===== src/design/ptwp_pkg.sv =====
// ----------------------------------------------------------------------------
// ptwp_pkg
// Shared types and constants for the prescaled timer with PWM outputs.
// ----------------------------------------------------------------------------
`default_nettype none

package ptwp_pkg;

  typedef enum logic [1:0] {
    KIND_TICK  = 2'd0,
    KIND_WRITE = 2'd1,
    KIND_READ  = 2'd2
  } kind_e;

  localparam logic [3:0] REG_CTRL   = 4'd0;
  localparam logic [3:0] REG_IER    = 4'd1;
  localparam logic [3:0] REG_STATUS = 4'd2;
  localparam logic [3:0] REG_EVENT  = 4'd3;
  localparam logic [3:0] REG_CCMODE = 4'd4;
  localparam logic [3:0] REG_CCEN   = 4'd5;
  localparam logic [3:0] REG_COUNT  = 4'd6;
  localparam logic [3:0] REG_PSC    = 4'd7;
  localparam logic [3:0] REG_RELOAD = 4'd8;
  localparam logic [3:0] REG_CMP1   = 4'd9;
  localparam logic [3:0] REG_CMP2   = 4'd10;

  localparam logic [2:0] MODE_FORCE_LOW  = 3'd4;
  localparam logic [2:0] MODE_FORCE_HIGH = 3'd5;
  localparam logic [2:0] MODE_PWM1       = 3'd6;
  localparam logic [2:0] MODE_PWM2       = 3'd7;

  typedef struct packed {
    logic [15:0] write_data;
    logic [3:0]  reg_index;
    kind_e       kind;
  } item_t;

  typedef struct packed {
    logic        update_pulse;
    logic        pwm_two;
    logic        pwm_one;
    logic        irq;
    logic [15:0] read_data;
  } result_t;

  function automatic logic chan_level(logic [2:0] mode, logic active);
    logic lvl;
    unique case (mode)
      MODE_FORCE_LOW:  lvl = 1'b0;
      MODE_FORCE_HIGH: lvl = 1'b1;
      MODE_PWM1:       lvl = active;
      MODE_PWM2:       lvl = ~active;
      default:         lvl = 1'b0;
    endcase
    return lvl;
  endfunction

endpackage

`default_nettype wire


===== src/design/ptwp_stage.sv =====
// ----------------------------------------------------------------------------
// ptwp_stage
// One valid/ready register slice; loads whenever empty or being drained.
// ----------------------------------------------------------------------------
`default_nettype none

module ptwp_stage #(
  parameter int unsigned WIDTH = 8
) (
  input  wire logic             clk_i,
  input  wire logic             rst_ni,
  input  wire logic             valid_i,
  output logic                  ready_o,
  input  wire logic [WIDTH-1:0] data_i,
  output logic                  valid_o,
  input  wire logic             ready_i,
  output logic [WIDTH-1:0]      data_o
);

  logic             valid_q;
  logic [WIDTH-1:0] data_q;

  assign ready_o = ~valid_q | ready_i;
  assign valid_o = valid_q;
  assign data_o  = data_q;

  always_ff @(posedge clk_i or negedge rst_ni) begin
    if (!rst_ni) begin
      valid_q <= 1'b0;
    end else if (ready_o) begin
      valid_q <= valid_i;
    end
  end

  always_ff @(posedge clk_i) begin
    if (ready_o && valid_i) begin
      data_q <= data_i;
    end
  end

endmodule

`default_nettype wire


===== src/design/ptwp_core.sv =====
// ----------------------------------------------------------------------------
// ptwp_core
// Timer state, register file and per-item next-state / result logic.
// ----------------------------------------------------------------------------
`default_nettype none

module ptwp_core
  import ptwp_pkg::*;
#(
  parameter int unsigned COUNTER_WIDTH = 16
) (
  input  wire logic  clk_i,
  input  wire logic  rst_ni,
  input  wire logic  step_i,
  input  wire item_t item_i,
  output result_t    result_o
);

  localparam int unsigned CW = COUNTER_WIDTH;

  logic          run_q, run_d, opm_q, opm_d, down_q, down_d;
  logic          ie_q, ie_d, flag_q, flag_d;
  logic [2:0]    mode1_q, mode1_d, mode2_q, mode2_d;
  logic          en1_q, en1_d, en2_q, en2_d;
  logic [CW-1:0] cnt_q, cnt_d, reload_q, reload_d;
  logic [CW-1:0] cmp1_q, cmp1_d, cmp2_q, cmp2_d;
  logic [15:0]   ps_cnt_q, ps_cnt_d, ps_act_q, ps_act_d, ps_pre_q, ps_pre_d;
  logic          upd;
  logic [15:0]   rd;
  logic [31:0]   wd32, rd32;
  logic [15:0]   wd;
  logic          act1, act2;

  assign wd   = item_i.write_data;
  assign wd32 = {16'b0, wd};

  always_comb begin
    run_d    = run_q;
    opm_d    = opm_q;
    down_d   = down_q;
    ie_d     = ie_q;
    flag_d   = flag_q;
    mode1_d  = mode1_q;
    mode2_d  = mode2_q;
    en1_d    = en1_q;
    en2_d    = en2_q;
    cnt_d    = cnt_q;
    reload_d = reload_q;
    cmp1_d   = cmp1_q;
    cmp2_d   = cmp2_q;
    ps_cnt_d = ps_cnt_q;
    ps_act_d = ps_act_q;
    ps_pre_d = ps_pre_q;
    upd      = 1'b0;
    rd32     = 32'b0;
    if (step_i) begin
      unique case (item_i.kind)
        KIND_TICK: begin
          if (run_q) begin
            if (ps_cnt_q < ps_act_q) begin
              ps_cnt_d = ps_cnt_q + 16'd1;
            end else begin
              ps_cnt_d = '0;
              if (down_q) begin
                if (cnt_q == '0) begin
                  cnt_d = reload_q;
                  upd   = 1'b1;
                end else begin
                  cnt_d = cnt_q - CW'(1);
                end
              end else begin
                if (cnt_q >= reload_q) begin
                  cnt_d = '0;
                  upd   = 1'b1;
                end else begin
                  cnt_d = cnt_q + CW'(1);
                end
              end
              if (upd) begin
                ps_act_d = ps_pre_q;
                flag_d   = 1'b1;
                if (opm_q) begin
                  run_d = 1'b0;
                end
              end
            end
          end
        end
        KIND_WRITE: begin
          unique case (item_i.reg_index)
            REG_CTRL: begin
              run_d  = wd[0];
              opm_d  = wd[3];
              down_d = wd[4];
            end
            REG_IER:    ie_d   = wd[0];
            REG_STATUS: flag_d = flag_q & wd[0];
            REG_EVENT: begin
              if (wd[0]) begin
                cnt_d    = down_q ? reload_q : '0;
                ps_cnt_d = '0;
                ps_act_d = ps_pre_q;
                flag_d   = 1'b1;
                upd      = 1'b1;
              end
            end
            REG_CCMODE: begin
              mode1_d = wd[6:4];
              mode2_d = wd[14:12];
            end
            REG_CCEN: begin
              en1_d = wd[0];
              en2_d = wd[4];
            end
            REG_COUNT:  cnt_d    = wd32[CW-1:0];
            REG_PSC:    ps_pre_d = wd;
            REG_RELOAD: reload_d = wd32[CW-1:0];
            REG_CMP1:   cmp1_d   = wd32[CW-1:0];
            REG_CMP2:   cmp2_d   = wd32[CW-1:0];
            default: ;
          endcase
        end
        KIND_READ: begin
          unique case (item_i.reg_index)
            REG_CTRL:   rd32 = {27'b0, down_q, opm_q, 2'b0, run_q};
            REG_IER:    rd32 = {31'b0, ie_q};
            REG_STATUS: rd32 = {31'b0, flag_q};
            REG_CCMODE: rd32 = {17'b0, mode2_q, 5'b0, mode1_q, 4'b0};
            REG_CCEN:   rd32 = {27'b0, en2_q, 3'b0, en1_q};
            REG_COUNT:  rd32 = 32'(cnt_q);
            REG_PSC:    rd32 = {16'b0, ps_pre_q};
            REG_RELOAD: rd32 = 32'(reload_q);
            REG_CMP1:   rd32 = 32'(cmp1_q);
            REG_CMP2:   rd32 = 32'(cmp2_q);
            default:    rd32 = 32'b0;
          endcase
        end
        default: ;
      endcase
    end
  end

  assign rd   = rd32[15:0];
  assign act1 = down_d ? (cnt_d <= cmp1_d) : (cnt_d < cmp1_d);
  assign act2 = down_d ? (cnt_d <= cmp2_d) : (cnt_d < cmp2_d);

  always_comb begin
    result_o.read_data    = rd;
    result_o.irq          = flag_d & ie_d;
    result_o.pwm_one      = en1_d & chan_level(mode1_d, act1);
    result_o.pwm_two      = en2_d & chan_level(mode2_d, act2);
    result_o.update_pulse = upd;
  end

  always_ff @(posedge clk_i or negedge rst_ni) begin
    if (!rst_ni) begin
      run_q    <= 1'b0;
      opm_q    <= 1'b0;
      down_q   <= 1'b0;
      ie_q     <= 1'b0;
      flag_q   <= 1'b0;
      mode1_q  <= '0;
      mode2_q  <= '0;
      en1_q    <= 1'b0;
      en2_q    <= 1'b0;
      cnt_q    <= '0;
      reload_q <= '1;
      cmp1_q   <= '0;
      cmp2_q   <= '0;
      ps_cnt_q <= '0;
      ps_act_q <= '0;
      ps_pre_q <= '0;
    end else begin
      run_q    <= run_d;
      opm_q    <= opm_d;
      down_q   <= down_d;
      ie_q     <= ie_d;
      flag_q   <= flag_d;
      mode1_q  <= mode1_d;
      mode2_q  <= mode2_d;
      en1_q    <= en1_d;
      en2_q    <= en2_d;
      cnt_q    <= cnt_d;
      reload_q <= reload_d;
      cmp1_q   <= cmp1_d;
      cmp2_q   <= cmp2_d;
      ps_cnt_q <= ps_cnt_d;
      ps_act_q <= ps_act_d;
      ps_pre_q <= ps_pre_d;
    end
  end

endmodule

`default_nettype wire


===== src/design/prescaled_timer_with_pwm_core.sv =====
// ----------------------------------------------------------------------------
// prescaled_timer_with_pwm_core
// General purpose timer with prescaler, reload and two PWM compare channels.
//
// Usage:
//   The slave stream carries one operation per transfer: tuser selects a
//   timer tick, a register write or a register read; tdata carries the
//   register index and write value. Every operation yields exactly one
//   master-stream transfer with read data, irq, both PWM levels and the
//   update-event flag, all showing the state after that operation.
//   The operation lands in the input register, is evaluated by the timer
//   logic and lands in the result register. Throughput is one operation
//   per cycle while the master side accepts results, set by the
//   combinational counter/compare path between the two registers.
//   A stalled master side holds the result register; one more operation can
//   still be taken into the input register before s_axis_tready drops.
//   Reset empties both registers, stops the counter, counts up and sets the
//   reload value to all ones.
// ----------------------------------------------------------------------------
`default_nettype none

module prescaled_timer_with_pwm_core
  import ptwp_pkg::*;
#(
  parameter int unsigned COUNTER_WIDTH = 16
) (
  input  wire logic        clk_i,
  input  wire logic        rst_ni,
  input  wire logic        s_axis_tvalid,
  output logic             s_axis_tready,
  input  wire logic [23:0] s_axis_tdata,  // reg_index[3:0], write_data[19:4], zero pad
  input  wire logic [1:0]  s_axis_tuser,  // kind[1:0]
  output logic             m_axis_tvalid,
  input  wire logic        m_axis_tready,
  output logic [23:0]      m_axis_tdata   // read_data[15:0], irq[16], pwm_one[17],
                                          // pwm_two[18], update_pulse[19], zero pad
);

  item_t   item_in, item_q;
  result_t result_d, result_q;
  logic    in_valid, out_ready, step;

  always_comb begin
    item_in.kind       = kind_e'(s_axis_tuser);
    item_in.reg_index  = s_axis_tdata[3:0];
    item_in.write_data = s_axis_tdata[19:4];
  end

  ptwp_stage #(.WIDTH($bits(item_t))) u_in_stage (
    .clk_i   (clk_i),
    .rst_ni  (rst_ni),
    .valid_i (s_axis_tvalid),
    .ready_o (s_axis_tready),
    .data_i  (item_in),
    .valid_o (in_valid),
    .ready_i (out_ready),
    .data_o  (item_q)
  );

  assign step = in_valid & out_ready;

  ptwp_core #(.COUNTER_WIDTH(COUNTER_WIDTH)) u_core (
    .clk_i    (clk_i),
    .rst_ni   (rst_ni),
    .step_i   (step),
    .item_i   (item_q),
    .result_o (result_d)
  );

  ptwp_stage #(.WIDTH($bits(result_t))) u_out_stage (
    .clk_i   (clk_i),
    .rst_ni  (rst_ni),
    .valid_i (in_valid),
    .ready_o (out_ready),
    .data_i  (result_d),
    .valid_o (m_axis_tvalid),
    .ready_i (m_axis_tready),
    .data_o  (result_q)
  );

  assign m_axis_tdata = {4'b0, result_q};

  a_step_fills_out: assert property (@(posedge clk_i) disable iff (!rst_ni)
    step |=> m_axis_tvalid)
    else $error("processed item did not reach result register");

  a_empty_out_ready: assert property (@(posedge clk_i) disable iff (!rst_ni)
    !m_axis_tvalid |-> s_axis_tready)
    else $error("input stalled while result register empty");

  a_read_only_data: assert property (@(posedge clk_i) disable iff (!rst_ni)
    (step && (result_d.read_data != 16'd0)) |-> (item_q.kind == KIND_READ))
    else $error("read data produced by non-read operation");

endmodule

`default_nettype wire

===== config.mk =====
export PLATFORM = sky130hd
export DESIGN_NAME = prescaled_timer_with_pwm_core
export DESIGN_NICKNAME = d
export VERILOG_FILES = /design/src/design/ptwp_pkg.sv /design/src/design/ptwp_stage.sv /design/src/design/ptwp_core.sv /design/src/design/prescaled_timer_with_pwm_core.sv
export SDC_FILE = /design/constraint.sdc
export NUM_CORES = 1
export LEC_CHECK = 0
export ABC_AREA = 1
export BUFFER_PORTS_ARGS = -buffer_cell sky130_fd_sc_hd__buf_2
export CORE_MARGIN = 5
export CORE_UTILIZATION = 58
export CTS_BUF_LIST = sky130_fd_sc_hd__clkbuf_16
export CTS_CLUSTER_DIAMETER = 200
export CTS_CLUSTER_SIZE = 20
export DETAILED_ROUTE_END_ITERATION = 16
export GPL_TIMING_DRIVEN = 0
export PLACE_DENSITY = 0.76
export REMOVE_ABC_BUFFERS = 1
export SLEW_MARGIN = 0
export SYNTH_ARGS = -nofsm -noshare
export SYNTH_HDL_FRONTEND = slang
export SYNTH_HIERARCHICAL = 1
export SYNTH_SLANG_ARGS = --single-unit

===== constraint.sdc =====
create_clock -name clk_i -period 4 [get_ports clk_i]
set_clock_uncertainty 0.15 [all_clocks]
set_input_delay 0.4 -clock clk_i [delete_from_list [all_inputs] [get_ports clk_i]]
set_output_delay 0.4 -clock clk_i [all_outputs]
set_load 0.01 [all_outputs]

==> results of run 1 <==
-- power groups by stage --
| stage | Combinational, mW | Clock (mW) | Sequential, mW |
|---|---|---|---|
| after floorplan | 1.70 | 0 | 2.38 |
| after global placement | 2.18 | 0 | 2.48 |
| after detailed placement | 2.26 | 0 | 2.49 |
| after CTS | 2.37 | 1.86 | 2.46 |
| after global routing | 3.16 | 1.95 | 2.52 |
| final | 2.83 | 1.85 | 2.48 |
-- critical path, cell delays in order (launching register included) --
cell,delay [ps]
dfrtp_1,410
nand2_1,110
nand2_1,90
clkinvlp_4,320
nand2_4,250
inv_2,410
o311ai_0,310
a21oi_4,210
nor2_4,80
ha_1,320
nand3_1,170
nor3_4,280
nand2_1,130
nand2_1,80
nand2_1,40
nand2_1,70
nand2_1,50
nand3_1,70
nor2_1,60
-- stage by stage --
stage	power, mW	hold WS, ps	area, um2	util (%)	setup TNS (ps)
2_1_floorplan	4.081	-45.59	10430	-	0
3_3_place_gp	4.659	315.7	10950	60.53	-2305
3_5_place_dp	4.747	279.8	11030	61.00	-2183
4_1_cts	6.688	21.72	12080	66.79	0
5_1_grt	7.631	36.78	12660	70.00	-67.71
6_report	7.165	26.48	12660	70.00	0
-- final cells by class --
| cell class | instances | area [um2] |
|---|---|---|
| Sequential cell | 169 | 4473 |
| Inverter | 197 | 767.0 |
| Tap cell | 229 | 286.5 |
| Clock inverter | 15 | 230.2 |
| Multi-Input combinational cell | 922 | 5665 |
| Fill cell | 1386 | 5426 |
| Clock buffer | 17 | 425.4 |
| Timing Repair Buffer | 103 | 812.0 |
-- metal layers --
layer	global-route usage [%]	vias up	part of all wire, %
met4	13.88	0	4.4
met1	38.80	4571	39
met3	7.189	113	11
met5	0	-	0
li1	-	4575	-
met2	45.69	534	46
-- Yosys cell counts, types with 12 or more instances --
| cell type | number |
|---|---|
| inv_2 | 21 |
| o21ai_0 | 80 |
| o22ai_1 | 22 |
| o21ai_2 | 14 |
| nor2_1 | 106 |
| o221ai_1 | 12 |
| dfrtp_1 | 111 |
| nor2_4 | 12 |
| buf_2 | 12 |
| xor2_1 | 18 |
| ha_1 | 66 |
| a21oi_1 | 86 |
| inv_1 | 170 |
| nand2_1 | 288 |
| clkbuf_1 | 17 |
| nand4_1 | 15 |
| dfstp_2 | 16 |
| nand2_2 | 28 |
| o21ai_1 | 38 |
| nand3_1 | 50 |
| edfxtp_1 | 42 |
-- registers in the layout, summed over array words and instances (netlist names) --
| name | cells |
|---|---|
| u_core/cmp2_q | 16 |
| u_out_stage/data_o | 20 |
| u_core/mode1_q | 3 |
| u_core/en2_q | 1 |
| u_core/ie_q | 1 |
| u_core/flag_q | 1 |
| u_core/ps_cnt_q | 16 |
| u_core/cmp1_q | 16 |
| u_out_stage/valid_o | 1 |
| u_core/down_q | 1 |
| u_core/run_q | 1 |
| u_in_stage/data_o | 22 |
| u_core/ps_pre_q | 16 |
| u_core/reload_q | 16 |
| u_core/cnt_q | 16 |
| u_core/opm_q | 1 |
| u_core/mode2_q | 3 |
| u_core/en1_q | 1 |
| u_core/ps_act_q | 16 |
| u_in_stage/valid_o | 1 |
-- what timing repair did --
item / CTS / global route
hold buffers: 23 / 0
setup buffers: 6 / 24
pin swaps: 2 / 48
endpoints found under the setup margin: 2 / 2
resized for setup: 26 / 84
endpoints found under the hold margin: 80 / 0
-- cell usage in the layout, fill, tap and decap left out, drive strengths merged, types with 2 or more instances in the layout --
master / n
a22oi: 3
a211oi: 7
nand2: 318
nor3: 10
buf: 80
inv: 195
o21bai: 2
or2: 2
nand4: 16
o221ai: 12
o31ai: 2
clkinv: 8
o21ai: 132
o21a: 3
o22ai: 22
a31oi: 3
nor3b: 2
dfstp: 16
nand3b: 4
clkbuf: 17
nand3: 54
clkinvlp: 5
dfrtp: 111
xor2: 18
nor2: 129
o211ai: 5
a221oi: 7
xnor2: 2
conb: 4
a21oi: 88
a2111oi: 5
bufinv: 4
ha: 66
edfxtp: 42
dlygate4sd3: 23
-- how the worst max path moves through the flow --
stage	from	to	slack [ps]	depth (start not counted)
finish	u_out_stage/valid_o$_DFFE_PN0P_	u_out_stage/data_o[18]$_DFFE_PP_	80	18
CTS	u_core/reload_q[3]$_DFFE_PN1P_	u_out_stage/data_o[17]$_DFFE_PP_	30	24
global placement	u_core/down_q$_DFF_PN0_	u_out_stage/data_o[18]$_DFFE_PP_	-1170	15
detailed placement	u_core/down_q$_DFF_PN0_	u_out_stage/data_o[18]$_DFFE_PP_	-1100	14
floorplan	u_core/reload_q[3]$_DFFE_PN1P_	u_out_stage/data_o[18]$_DFFE_PP_	600	26
global route	u_core/reload_q[2]$_DFFE_PN1P_	u_out_stage/data_o[17]$_DFFE_PP_	-40	25
-- cell families after synthesis --
| family | synth area share [%] |
|---|---|
| AOI/OAI and AO/OA | 16.16 |
| and+or+nand+nor | 22.87 |
| xor gates and xnor gates | 1.630 |
| other | 0.03490 |
| adders and majority gates | 7.685 |
| muxes | 0.09316 |
| DFF | 41.50 |
| buffers and inverters | 10.03 |
==> results.md, run 1 <==
- Status: completed
- Worst Hold End: u_in_stage/valid_o$_DFFE_PN0P_
- Pin count of the biggest net entering global routing: 65
- Largest cells by area after synthesis: dfrtp_1, edfxtp_1, nand2_1
- Mean Syn Cell Area: 8.049 um2
- Tcrit/Tclk final: 97.94%
- CTS tree: yes
- Final hold violation count: 0
- Worst slack at placement: -1104 ps
- Die ar.: 0.02135 mm2
- Aggregate global routing overflow: 0
- Top-area cell type share of the netlist area: 25.85%
- Clk slew on worst S/H paths: 70 ps
- Worst IR Drop VDD: 0.0003726 V
- Via count: 9,793
- Hold_sp: s_axis_tvalid
- Core footprint: 0.01809 mm2
- I/O Buffers: 47
- WHS Path Cells: 3
- CTS H-tree lvls: 4
- Ys async rst share: 75.15%
- Die width: 146.1 um
- Final Critical Period: 3918 ps
- DRT Pass-1 Iters: 6
- Power Dens Cells: 566.0 mW/mm2
- Antenna Cells: 0
- Final Non-Filler Cells: 1,652
- Number of global-route vias before repair: 9,291
- EDFF count, synth: 42
- PnR worst setup slack: 82.49 ps
- Sw Ratio: 40.35%
- Worst-Skew Late Latency: 440 ps
- Yosys cell types: 61
- CP Max Fanout: 17
- DP HPWL: 22.05 mm
- Initial antenna violation count: 0
- LEAKAGE: 5.662 nW
- Vias/cell: 5.928
- Nets: 1,506
- RSZ-0062 raised after global routing: true
- Sequential share of the synthesized area: 41.50%
- Fmax: 0.2553 GHz
- CTS buffer count: 17
- Die Height: 146.1 um
- Seq pwr share: 34.7%
- Clk sinks: 169
- Internal: 4.274 mW
- Area added between synthesis and finish: 17.82%
- Max-slew violations: 0
- Antenna viol nets, final: 0
- Clk network pwr share: 25.8%
- Slew @ Worst Pin: 1118 ps
- Ys Warns: 6
- Post-synth top flop: dfrtp_1
- Final GP Congestion: 1.007
- Crit path DAT: 3960 ps
- Reg-to-reg endpoint: u_out_stage/data_o[18]$_DFFE_PP_
- GRT Total Usage: 29.35%
- Leading area contributor after synthesis: dfrtp_1
- # rows: 49
- Slew HR: 25.26%
- Routed wire per std cell: 19.42 um
- Starting Density: 59.41%
- CP startpoint kind: flop
- First-pass GRT wire length: 49.60 mm
- Cells after synthesis: 1,335
- FF-to-FF path depth: 18
- HP Class: in -> reg
- R2R setup slack: 80 ps
- WP data required: 4040 ps
- Crit path capture type: flop
- DRC Markers: 0
- Share of cells above drive strength 1: 21.57%
- Combinational power share: 39.5%
- Cell Area, Synth: 0.01075 mm2
- Synthesis-stage register bit count: 169
- Bufs on Longest Clock Path: 2
- Crit path kind: reg -> reg
- Reg-to-Reg Start: u_out_stage/valid_o$_DFFE_PN0P_
- # placed instances: 1,567
- Maxcap violations: 0
- Net switching power: 2.891 mW
- Root Buffer Master: clkbuf_16
- Final Setup Violations: 0
- IO Pins: 56
- Initial detailed-routing violation count: 1,076
- Final WL: 32.09 mm
Note: power is estimated with default switching activity, not from simulation.
==> inputs of run 2 (changes only) <==
--- a/config.mk
+++ b/config.mk
@@ -5,7 +5,7 @@
 export SDC_FILE = /design/constraint.sdc
 export NUM_CORES = 1
 export LEC_CHECK = 0
-export ABC_AREA = 1
+export ABC_CLOCK_PERIOD_IN_PS = 4000
 export BUFFER_PORTS_ARGS = -buffer_cell sky130_fd_sc_hd__buf_2
 export CORE_MARGIN = 5
 export CORE_UTILIZATION = 58
==> run 2 against run 1 <==
  * The run now ends with setup timing left
  * First-iteration DRC count down 1.2%
  * Sequential power is 8.5% lower
  * Critical endpoint is now u_out_stage/data_o[17]$_DFFE_PP_
  * Global-route usage shrank 0.27 points
  * Register-to-register slack worse by 790 ps
  * Area after synthesis shrank 6.6%
  * Count of clock-buffer cells in the layout unchanged
  * Core utilization rose by 0.33 points
  * Flip-flop and latch count unchanged
  * Clock power is 3% lower
==> results.md, run 2 <==
- DRC Markers: 0
- Area of the multi-input gates: 0.005477 mm2
- Initial detailed-routing violation count: 1,063
- Fmax: 0.2123 GHz
- CP Max Fanout: 7
- Initial antenna violation count: 0
- Top-area cell type share of the netlist area: 27.68%
- GRT Total Usage: 29.07%
- Via count: 8,501
- Antenna Cells: 0
- Final GP Congestion: 0.9934
- CTS H-tree lvls: 4
- WP data required: 4040 ps
- Final WL: 29.18 mm
- PnR worst setup slack: -709.9 ps
- Largest cells by area after synthesis: dfrtp_1, edfxtp_1, ha_1
- Area added between synthesis and finish: 19.96%
- Reg-to-Reg Start: u_core/cnt_q[1]$_DFF_PN0_
- Root Buffer Master: clkbuf_16
- LEAKAGE: 5.303 nW
- Cell Area, Synth: 0.01003 mm2
- Tcrit/Tclk final: 117.7%
- Final hold violation count: 0
- Slew @ Worst Pin: 1307 ps
- Mean Syn Cell Area: 10.33 um2
- Sequential share of the synthesized area: 44.44%
- Vias/cell: 6.559
- Final Non-Filler Cells: 1,296
- Starting Density: 58.63%
- Ys Warns: 6
- CTS tree: yes
- Power Dens Cells: 490.1 mW/mm2
- HP Class: in -> reg
- # rows: 48
- Commonest non-fill, non-tap cell in the layout: dfrtp_1
- Worst-Skew Late Latency: 440 ps
- Slew HR: 12.82%
- Filler instances: 1,198
- CP startpoint kind: flop
- CTS buffer count: 17
- # placed instances: 1,199
- Clk slew on worst S/H paths: 70 ps
- Post-Synth Simple-Gate Area: 12.93%
- Largest register FFs: 22
- Synthesis-stage register bit count: 169
- Post-synth top flop: dfrtp_1
- Largest family of logic cells by synthesized area: compound AO/OA/AOI/OAI gates
- Crit path kind: reg -> reg
- CP Capture Point: u_out_stage/data_o[17]$_DFFE_PP_
- Die Height: 141.5 um
- Die width: 141.5 um
- Nets: 1,154
- Hold_ws: 36.44 ps
- Routed wire per std cell: 22.52 um
- Number of global-route vias before repair: 8,429
- RSZ-0062 raised after global routing: true
- Multiplexer area fraction after synthesis: 10.32%
- Bufs on Longest Clock Path: 2
- Compound-Gate Fraction of Synth Area: 16.81%
- R2R setup slack: -710 ps
- Post-synthesis adder-cell area fraction: 8.229%
- CP Launch Point: u_core/cnt_q[1]$_DFF_PN0_
- Post-synthesis xor/xnor area fraction: 1.920%
- Commonest cells post-synth: dfrtp_1, nand2_1, inv_1
- DRT Pass-1 Iters: 7
- Reg-to-reg endpoint: u_out_stage/data_o[17]$_DFFE_PP_
- Ys async rst share: 75.15%
- FF-to-FF path depth: 17
- Register area: 0.004468 mm2
- Clk sinks: 169
- Status: finished, violations left
- Pin count of the biggest net entering global routing: 94
- I/O Buffers: 47
- Die ar.: 0.02003 mm2
- Antenna viol nets, final: 0
- Aggregate global routing overflow: 0
- Yosys cell types: 79
- Violated checks: setup timing
- Cells after synthesis: 971
- Most frequent cells in the layout: dfrtp_1, nand2_1, inv_1
- Final Setup Violations: 2
- Core footprint: 0.01712 mm2
- Crit path DAT: 4750 ps
- IO Pins: 56
- Maxcap violations: 0
- Final Critical Period: 4710 ps
- Share of cells above drive strength 1: 28.01%
- First-pass GRT wire length: 45.64 mm
- DP HPWL: 18.95 mm
- EDFF count, synth: 42
- Max-slew violations: 0
- Crit path capture type: flop
- Worst IR Drop VDD: 0.0003583 V
- Leading area contributor after synthesis: dfrtp_1
- Most frequent cell after synthesis: dfrtp_1
-- run 2: cell count changes in the layout (fill, tap and decap cells not counted), moves of 29 or more --
| cell | change |
|---|---|
| nand2_1 | -203 |
| nor2_1 | -65 |
| nand2_2 | -29 |
| o21ai_1 | -37 |
| inv_1 | -92 |
| mux2_2 | +56 |
| a21oi_1 | -34 |
| a22oi_1 | +40 |
-- run 2: metrics by stage --
| step | setup TNS (ps) | power (mW) | utilization [%] | area (um2) | worst slack, ps |
|---|---|---|---|---|---|
| finish | -1347 | 5.899 | 70.33 | 12040 | -709.9 |
| CTS | -1086 | 5.738 | 68.90 | 11790 | -545.4 |
| detailed placement | -3537 | 3.659 | 61.02 | 10450 | -1896 |
| global placement | -142540 | 3.597 | 60.20 | 10300 | -5993 |
| global route | -1485 | 6.164 | 70.33 | 12040 | -779.1 |
| floorplan | -10170 | 3.189 | - | 9787 | -2163 |
-- run 2: timing repair --
item | in CTS | in global routing
hold buffers | 20 | 2
gates resized for setup | 66 | 24
pin swaps | 29 | 28
hold endpoints to repair | 48 | 2
setup endpoints to repair | 4 | 2
gates cloned | 1 | 0
buffers inserted | 27 | 15
-- run 2: cells by family after synthesis --
family,Yosys count
fa+ha+maj,66
simple gates,246
flops,169
other cells,1
mux,92
compound gates,248
xor+xnor,22
buf+inv,127
-- run 2: power by group --
group | switching, mW | internal [mW]
registers | 0.281 | 1.99
logic | 1.03 | 0.790
clock network | 0.743 | 1.06
-- run 2: worst max-delay path, stage by stage (launching register included) --
cell	delay, ps
dfrtp_2	430
inv_2	80
ha_4	130
or4b_4	470
or3_4	400
or3_4	440
buf_6	140
nand3_2	40
o211ai_1	100
a32oi_2	360
ha_1	310
a21o_1	210
a211oi_2	250
a21oi_2	140
a221oi_4	360
o21ai_2	120
xnor2_1	140
and3_1	150
-- run 2: worst min path at each step --
stage                                        start                               to  cells past startpoint
detailed placement                          rst_ni   u_core/ps_act_q[3]$_DFFE_PN0P_                      1
global route                      s_axis_tdata[18]  u_in_stage/data_o[20]$_DFFE_PP_                      1
floorplan                                   rst_ni       u_core/cmp1_q[0]$_DFF_PN0_                      0
CTS                               s_axis_tdata[10]  u_in_stage/data_o[12]$_DFFE_PP_                      1
finish                            s_axis_tdata[18]  u_in_stage/data_o[20]$_DFFE_PP_                      1
global placement    u_core/ps_act_q[5]$_DFFE_PN0P_   u_core/ps_act_q[5]$_DFFE_PN0P_                      1
-- run 2: layout make-up --
type / count / share of cell area (%)
clock buffer: 17 / 3.534
clock inverter: 15 / 1.777
inverter: 73 / 2.297
multi-input combinational: 679 / 45.49
sequential: 169 / 37.12
tap: 225 / 2.339
timing repair buffer: 118 / 7.442
-- run 2: metal layers --
layer,GRT usage [%],share of wire [%]
met4,11.01,3.3
met1,39.05,41
met2,45.71,46
met5,0,0
met3,7.280,9.4
